===== src/rtl/wlrs_pkg.sv =====
// ----------------------------------------------------------------------------
// wlrs_pkg
// Shared constants and types for the wear-leveled record store.
// ----------------------------------------------------------------------------
`timescale 1ns / 1ps
`default_nettype none

package wlrs_pkg;

  localparam int SLOT_COUNT   = 16;
  localparam int RECORD_WIDTH = 64;
  localparam int SLOT_W       = (SLOT_COUNT > 2) ? $clog2(SLOT_COUNT) : 1;
  localparam int REC_OUT_W    = 64;
  localparam int SLOT_OUT_W   = 4;

  typedef logic [SLOT_W-1:0]       slot_t;
  typedef logic [RECORD_WIDTH-1:0] rec_t;
  typedef logic [REC_OUT_W-1:0]    rec_out_t;
  typedef logic [SLOT_OUT_W-1:0]   slot_out_t;

  localparam logic OP_LOAD = 1'b0;
  localparam logic OP_SAVE = 1'b1;

  typedef enum logic [1:0] {
    MARK_ERASED,
    MARK_LAST,
    MARK_NEXT
  } mark_t;

  typedef struct packed {
    logic save;
    logic scan_clr;
    logic scan_step;
    logic fetch;
    logic capture;
    logic deliver;
  } ctl_t;

  typedef struct packed {
    logic hit;
    logic at_end;
    logic out_free;
  } stat_t;

endpackage

`default_nettype wire


===== src/rtl/wlrs_cmd_if.sv =====
// ----------------------------------------------------------------------------
// wlrs_cmd_if
// Request channel: opcode and record, valid/ready handshake.
// ----------------------------------------------------------------------------
`timescale 1ns / 1ps
`default_nettype none

interface wlrs_cmd_if;
  logic valid;
  logic ready;
  logic opcode;
  logic [63:0] record_in;

  modport source (output valid, output opcode, output record_in, input ready);
  modport sink (input valid, input opcode, input record_in, output ready);
endinterface

`default_nettype wire


===== src/rtl/wlrs_rsp_if.sv =====
// ----------------------------------------------------------------------------
// wlrs_rsp_if
// Result channel: record and slot index, valid/ready handshake.
// ----------------------------------------------------------------------------
`timescale 1ns / 1ps
`default_nettype none

interface wlrs_rsp_if;
  logic valid;
  logic ready;
  logic [63:0] record_out;
  logic [3:0] slot_index;

  modport source (output valid, output record_out, output slot_index, input ready);
  modport sink (input valid, input record_out, input slot_index, output ready);
endinterface

`default_nettype wire


===== src/rtl/wlrs_ctrl.sv =====
// ----------------------------------------------------------------------------
// wlrs_ctrl
// Sequencer: accepts requests, walks the load scan, hands results to output.
// ----------------------------------------------------------------------------
`timescale 1ns / 1ps
`default_nettype none

module wlrs_ctrl (
  input  wire logic            clk,
  input  wire logic            rst,
  input  wire logic            cmd_valid,
  input  wire logic            cmd_opcode,
  output logic                 cmd_ready,
  input  wire wlrs_pkg::stat_t stat,
  output wlrs_pkg::ctl_t       ctl
);

  localparam logic [1:0] S_IDLE  = 2'd0;
  localparam logic [1:0] S_SCAN  = 2'd1;
  localparam logic [1:0] S_FETCH = 2'd2;
  localparam logic [1:0] S_HOLD  = 2'd3;

  logic [1:0] state;
  logic [1:0] state_next;

  always_ff @(posedge clk) begin
    if (rst) begin
      state <= S_IDLE;
    end else begin
      state <= state_next;
    end
  end

  always_comb begin
    state_next = state;
    ctl        = '0;
    cmd_ready  = 1'b0;
    unique case (state)
      S_IDLE: begin
        cmd_ready = 1'b1;
        if (cmd_valid) begin
          if (cmd_opcode == wlrs_pkg::OP_SAVE) begin
            ctl.save   = 1'b1;
            state_next = S_HOLD;
          end else begin
            ctl.scan_clr = 1'b1;
            state_next   = S_SCAN;
          end
        end
      end
      S_SCAN: begin
        if (stat.hit || stat.at_end) begin
          ctl.fetch  = 1'b1;
          state_next = S_FETCH;
        end else begin
          ctl.scan_step = 1'b1;
        end
      end
      S_FETCH: begin
        ctl.capture = 1'b1;
        state_next  = S_HOLD;
      end
      S_HOLD: begin
        if (stat.out_free) begin
          ctl.deliver = 1'b1;
          state_next  = S_IDLE;
        end
      end
      default: state_next = S_IDLE;
    endcase
  end

endmodule

`default_nettype wire


===== src/rtl/wlrs_dpath.sv =====
// ----------------------------------------------------------------------------
// wlrs_dpath
// Datapath: record memory, status marks, slot pointer, scan counter and
// output register.
// ----------------------------------------------------------------------------
`timescale 1ns / 1ps
`default_nettype none

module wlrs_dpath (
  input  wire logic            clk,
  input  wire logic            rst,
  input  wire wlrs_pkg::ctl_t  ctl,
  output wlrs_pkg::stat_t      stat,
  input  wire logic [63:0]     record_in,
  output logic                 out_valid,
  input  wire logic            out_ready,
  output logic [63:0]          record_out,
  output logic [3:0]           slot_index
);

  function automatic wlrs_pkg::slot_t wrap_next(input wlrs_pkg::slot_t s);
    logic [wlrs_pkg::SLOT_W-1:0] nxt;
    nxt = (s == wlrs_pkg::slot_t'(wlrs_pkg::SLOT_COUNT - 1)) ? '0 : s + 1'b1;
    return nxt;
  endfunction

  wlrs_pkg::rec_t  mem [wlrs_pkg::SLOT_COUNT];
  logic [wlrs_pkg::SLOT_COUNT-1:0] written;
  wlrs_pkg::mark_t marks [wlrs_pkg::SLOT_COUNT];
  logic [wlrs_pkg::SLOT_COUNT-1:0] pair;

  wlrs_pkg::slot_t cur;
  wlrs_pkg::slot_t idx;
  wlrs_pkg::slot_t save_slot;
  wlrs_pkg::slot_t found;
  wlrs_pkg::rec_t  rdata;
  logic            rvalid;
  wlrs_pkg::rec_t  res_record;
  wlrs_pkg::slot_t res_slot;
  wlrs_pkg::rec_t  rec_masked;

  assign rec_masked = record_in[wlrs_pkg::RECORD_WIDTH-1:0];
  assign save_slot  = wrap_next(cur);

  for (genvar i = 0; i < wlrs_pkg::SLOT_COUNT; i++) begin : g_pair
    localparam int NXT = (i + 1) % wlrs_pkg::SLOT_COUNT;
    assign pair[i] = (marks[i] == wlrs_pkg::MARK_LAST) && (marks[NXT] == wlrs_pkg::MARK_NEXT);
  end

  assign stat.hit      = pair[idx];
  assign stat.at_end   = (idx == wlrs_pkg::slot_t'(wlrs_pkg::SLOT_COUNT - 1));
  assign stat.out_free = !out_valid || out_ready;
  assign found         = pair[idx] ? idx : '0;

  // record memory
  always_ff @(posedge clk) begin
    if (ctl.save) begin
      mem[save_slot] <= rec_masked;
    end
    if (ctl.fetch) begin
      rdata <= mem[found];
    end
  end

  always_ff @(posedge clk) begin
    if (rst) begin
      written <= '0;
      cur     <= '0;
      idx     <= '0;
      rvalid  <= 1'b0;
      for (int i = 0; i < wlrs_pkg::SLOT_COUNT; i++) begin
        marks[i] <= wlrs_pkg::MARK_ERASED;
      end
    end else begin
      if (ctl.save) begin
        written[save_slot]        <= 1'b1;
        cur                       <= save_slot;
        marks[save_slot]          <= wlrs_pkg::MARK_LAST;
        marks[wrap_next(save_slot)] <= wlrs_pkg::MARK_NEXT;
      end
      if (ctl.scan_clr) begin
        idx <= '0;
      end else if (ctl.scan_step) begin
        idx <= idx + 1'b1;
      end
      if (ctl.fetch) begin
        cur    <= found;
        rvalid <= written[found];
      end
    end
  end

  always_ff @(posedge clk) begin
    if (ctl.save) begin
      res_record <= rec_masked;
      res_slot   <= save_slot;
    end
    if (ctl.fetch) begin
      res_slot <= found;
    end
    if (ctl.capture) begin
      res_record <= rvalid ? rdata : '0;
    end
  end

  // output register
  always_ff @(posedge clk) begin
    if (rst) begin
      out_valid <= 1'b0;
    end else if (ctl.deliver) begin
      out_valid <= 1'b1;
    end else if (out_ready) begin
      out_valid <= 1'b0;
    end
  end

  always_ff @(posedge clk) begin
    if (ctl.deliver) begin
      record_out <= wlrs_pkg::rec_out_t'(res_record);
      slot_index <= wlrs_pkg::slot_out_t'(res_slot);
    end
  end

endmodule

`default_nettype wire


===== src/rtl/wear_leveled_record_store_unit.sv =====
// ----------------------------------------------------------------------------
// wear_leveled_record_store_unit
// Ring of record slots with status marks for wear leveling.
//
// Channels: cmd (sink) carries opcode and record_in; rsp (source) carries
// record_out and slot_index. Both transfer on valid && ready.
// A save (opcode 1) advances the slot pointer, stores the record and marks
// the slot as last; its result is the stored record and the slot number.
// A load (opcode 0) scans the status marks from slot 0 for a last mark
// followed by a next mark, falls back to slot 0 if none, and returns that
// slot's record.
// A load scans the marks one entry per cycle from slot 0, so it takes longer
// the further its slot lies from slot 0. One item is in work at a time.
// A finished result is loaded into the output register once that register
// is free. The next request is accepted while a result waits.
// Reset (synchronous, rst high) erases all marks, clears the written flags
// (unwritten slots load as zero), sets the pointer to 0 and empties the
// output register. A stalled receiver holds the result; a finished item
// waits for the output register before the next request is taken.
// ----------------------------------------------------------------------------
`timescale 1ns / 1ps
`default_nettype none

module wear_leveled_record_store_unit (
  input wire logic clk,
  input wire logic rst,
  wlrs_cmd_if.sink cmd,
  wlrs_rsp_if.source rsp
);

  wlrs_pkg::ctl_t  ctl;
  wlrs_pkg::stat_t stat;

  wlrs_ctrl u_ctrl (
    .clk        (clk),
    .rst        (rst),
    .cmd_valid  (cmd.valid),
    .cmd_opcode (cmd.opcode),
    .cmd_ready  (cmd.ready),
    .stat       (stat),
    .ctl        (ctl)
  );

  wlrs_dpath u_dpath (
    .clk        (clk),
    .rst        (rst),
    .ctl        (ctl),
    .stat       (stat),
    .record_in  (cmd.record_in),
    .out_valid  (rsp.valid),
    .out_ready  (rsp.ready),
    .record_out (rsp.record_out),
    .slot_index (rsp.slot_index)
  );

endmodule

`default_nettype wire


===== src/flat_wrapper.sv =====
// flat-port wrapper written by rule: the top's interface ports become plain ports
module wear_leveled_record_store_unit_flat 
  (clk, rst, cmd_valid, cmd_opcode, cmd_record_in, cmd_ready, rsp_valid, rsp_record_out, rsp_slot_index, rsp_ready);
  wlrs_cmd_if cmd_i ();
  wlrs_rsp_if rsp_i ();
  input wire logic clk;
  input wire logic rst;
  input wire logic [$bits(cmd_i.valid)-1:0] cmd_valid;
  input wire logic [$bits(cmd_i.opcode)-1:0] cmd_opcode;
  input wire logic [$bits(cmd_i.record_in)-1:0] cmd_record_in;
  output wire logic [$bits(cmd_i.ready)-1:0] cmd_ready;
  output wire logic [$bits(rsp_i.valid)-1:0] rsp_valid;
  output wire logic [$bits(rsp_i.record_out)-1:0] rsp_record_out;
  output wire logic [$bits(rsp_i.slot_index)-1:0] rsp_slot_index;
  input wire logic [$bits(rsp_i.ready)-1:0] rsp_ready;
  assign cmd_i.valid = cmd_valid;
  assign cmd_i.opcode = cmd_opcode;
  assign cmd_i.record_in = cmd_record_in;
  assign cmd_ready = cmd_i.ready;
  assign rsp_valid = rsp_i.valid;
  assign rsp_record_out = rsp_i.record_out;
  assign rsp_slot_index = rsp_i.slot_index;
  assign rsp_i.ready = rsp_ready;
  wear_leveled_record_store_unit u_core (.clk(clk), .rst(rst), .cmd(cmd_i), .rsp(rsp_i));
endmodule

===== config.mk =====
export PLATFORM = sky130hd
export DESIGN_NAME = wear_leveled_record_store_unit_flat
export DESIGN_NICKNAME = d
export VERILOG_FILES = /design/src/rtl/wlrs_pkg.sv /design/src/rtl/wlrs_cmd_if.sv /design/src/rtl/wlrs_rsp_if.sv /design/src/rtl/wlrs_ctrl.sv /design/src/rtl/wlrs_dpath.sv /design/src/rtl/wear_leveled_record_store_unit.sv /design/src/flat_wrapper.sv
export SDC_FILE = /design/constraint.sdc
export NUM_CORES = 2
export LEC_CHECK = 0
export BUFFER_PORTS_ARGS = -buffer_cell sky130_fd_sc_hd__buf_2
export CORE_MARGIN = 5
export CORE_UTILIZATION = 45
export CTS_BUF_LIST = sky130_fd_sc_hd__clkbuf_8 sky130_fd_sc_hd__clkbuf_16
export DETAILED_ROUTE_END_ITERATION = 8
export GPL_TIMING_DRIVEN = 0
export HOLD_SLACK_MARGIN = 0.05
export PLACE_DENSITY = 0.61
export SETUP_SLACK_MARGIN = 0.05
export SLEW_MARGIN = 0
export SYNTH_ARGS = -nofsm -noshare
export SYNTH_HDL_FRONTEND = slang
export SYNTH_HIERARCHICAL = 1
export SYNTH_SLANG_ARGS = --single-unit

===== constraint.sdc =====
create_clock -name clk -period 10.2 [get_ports clk]
set_clock_uncertainty 0.15 [all_clocks]
set_input_delay 0.51 -clock clk [delete_from_list [all_inputs] [get_ports clk]]
set_output_delay 0.51 -clock clk [all_outputs]
set_load 0.05 [all_outputs]

==> results.yml <==
run_status:
  outcome: "finished, violations left"
  violations: "max-capacitance violations, max-slew violations"
clock_network:
  path_clk_slew_ns: 0.06
  clock-sinks: 1284
  cts.path.max_buffers: 3
  htree_levels: 4
  cts_resized: 0
  cts_tree: "built"
  cts_buffers: 133
  insertion_delay_ns: 0.73
  clockRootBuffer: "clkbuf_16"
detailed_routing:
  route.detailed.wl_per_inst_um: 25.1
  postRouteAntennaNets: 0
  firstDrtPassIters: 7
  via_count: 29300
  viasPerCell: 5.67
  wl_mm: 129
  route.detailed.drc: 0
  drtIter0Drc: 2633
cells_and_area:
  fillCellCount: 9061
  layout_commonest_cell: "edfxtp_1"
  layout_common_cells: "edfxtp_1, mux2i_1, nor2_1, clkbuf_1, buf_2"
  fin_nets: 3647
  drive_gt1_share_pct: 10.8
  fin_util_pct: 52.3
  syn2layout_area_growth_pct: 16.0
logic_synthesis:
  ys.flop_type: "edfxtp_1"
  avgSynthCellArea_um2: 15.6
  synth_top_area_cell: "edfxtp_1"
  yosysUniqueCellTypes: 55
  synth-seq-cells: 1284
  yosys-top-cells-area: "edfxtp_1, mux2i_1, dfxtp_1"
  syn_nets: 3278
  seq_area_frac_synth_pct: 76.2
  synthCells: 3198
  async_flop_share_pct: 0
  netlist_area_um2: 49800
  synth_top_area_share_pct: 73.8
  synth_edf_count: 1224
  yosys_warnings: 6
floorplan:
  initial_core_util_pct: 45.1
  die_x_um: 343
  ios: 139
  core-area_um2: 110000
  dieHeight_um: 343
  fp.dieArea_um2: 117000
  rows: 122
global_route:
  grt_max_degree: 45
  antenna_found_initial: 5
  grt_pass1_wl_mm: 190
  overflow: 0
  gr-usage-all-layers_pct: 21.8
  grt_pass1_vias: 29000
sta:
  setup_tns_ns: 0
  worstMarginPinSlew_ns: 1.51
  min_period_over_period_pct: 52.5
  final_max_slew_viol_count: 11
  setup_viol: 0
  slew_headroom_pct: -0.990
  setup_ws_ns: 4.84
  period_needed_ns: 5.36
  timing.final.hold_violations: 0
  fmax_mhz: 187
  rsz0062_at_grt: "false"
hold_path:
  hold_class: "reg2reg"
pwr:
  p_per_area_nw_per_um2: 213
  p_sw_mw: 3.18
  pwr-share-clk_pct: 36.2
  combPwrFrac_pct: 13.8
  swShare_pct: 25.9
  ir_worst_vdd_mv: 0.155
  pwr-share-seq_pct: 50.0
  leakage_nw: 19.0
  power.total_mw: 12.3
  power.internal_mw: 9.11
setup_path:
  critPathMaxFanout: 33
  cp-end-kind: "register"
  crit_type: "reg2reg"
  critPathMaxStageDelay_ns: 0.78
  required_ns: 10.70
  crit_family: "buffers and inverters"
  cp_cell_sequence: "clkbuf_1, nand2_1, a41o_1, nand2_1, buf_2, clkbuf_1, or2_2, o21a_4, buf_16, clkbuf_1, inv_1, mux2i_1, nand2_1, a21oi_1"
  worst-path-buf-inv: 6
  cp-start-kind: "register"
  regToRegSetupSlack_ns: 4.84
  arrival_ns: 5.86
  cp_slowest_cell: "clkbuf_1"
placement:
  hpwl_mm: 85.1
  io_buffers: 138
  gp_congestion: 0.818
  pre_cts_ws_ns: 4.87
run:
  max-cap-violations: 1
==> power groups by stage <==
stage	clock, mW	sequential (mW)	combinational (mW)
CTS	4.54	6.14	1.71
global route	4.76	6.16	1.81
global placement	0	6.27	1.62
finish	4.45	6.14	1.70
detailed placement	0	6.25	1.68
floorplan	0	6.34	0.935
==> metal layers <==
metal / up-vias / GRT usage, % / part of all wire [%]
met3: 179 / 4.63 / 8.0
met4: 0 / 6.65 / 2.6
met2: 1089 / 35.2 / 47
met1: 14800 / 30.1 / 42
met5: - / 0 / 0
li1: 13200 / - / -
==> area by class of cell <==
cell class              instances  area [µm²]  area share, %
flip-flops and latches       1284       38000           65.7
well taps                    1488        1860           3.22
repair buffers                234        2010           3.48
diodes                          4        10.0         0.0173
multi-input cells            1601       10700           18.5
clock buffers                 138        3440           5.96
inverters                      93         372          0.643
clock inverters                94         531          0.918
plain buffers                 220         896           1.55
==> registers in the layout, summed over array words and instances, names as in the netlist <==
register                   flops
u_core/u_ctrl/state            2
u_core/u_dpath/cur             4
u_core/u_dpath/idx             4
u_core/u_dpath/marks          32
u_core/u_dpath/mem          1024
u_core/u_dpath/out_valid       1
u_core/u_dpath/rdata          64
u_core/u_dpath/record_out     64
u_core/u_dpath/res_record     64
u_core/u_dpath/res_slot        4
u_core/u_dpath/rvalid          1
u_core/u_dpath/slot_index      4
u_core/u_dpath/written        16
==> cell usage after synthesis, drive strengths merged, types with 88 or more instances <==
master / n
o22ai: 130
clkbuf: 170
and2: 137
edfxtp: 1224
a21oi: 159
nand2: 88
nor2: 181
or4: 117
inv: 93
mux2i: 273
nor3: 123
a211oi: 139
==> timing repair <==
item	4_1_cts	5_1_grt
hold buffers	69	0
hold endpoints to repair	1031	0
buffers inserted	0	0
==> stage by stage <==
step                      instances  area, µm²  hold slack [ns]
after CTS                      5152      57800            0.256
after detailed placement       4851      53100            0.255
after global routing           5152      57800            0.271
after global placement         4824      52400            0.250
final                          5156      57800            0.258
after floorplan                3198      49800            0.250
==> final timing paths <==
check,from,end,cells after the start
worst max-delay path,u_core/u_dpath/idx[2],u_core/u_dpath/cur[3],14
worst min-delay path,u_core/u_dpath/res_record[46],u_core/u_dpath/record_out[46],0
worst max register to register,u_core/u_dpath/idx[2],u_core/u_dpath/cur[3],14
worst min register to register,u_core/u_dpath/res_record[46],u_core/u_dpath/record_out[46],0
==> kinds of logic after synthesis <==
kind of cell    share of synthesized area, %
compound gates                          7.86
xor+xnor                              0.0879
fa+ha+maj                              0.276
buf+inv                                 2.49
flops                                   76.2
mux                                     5.64
simple gates                            7.47
No activity file was read; power rests on OpenSTA's default activity.
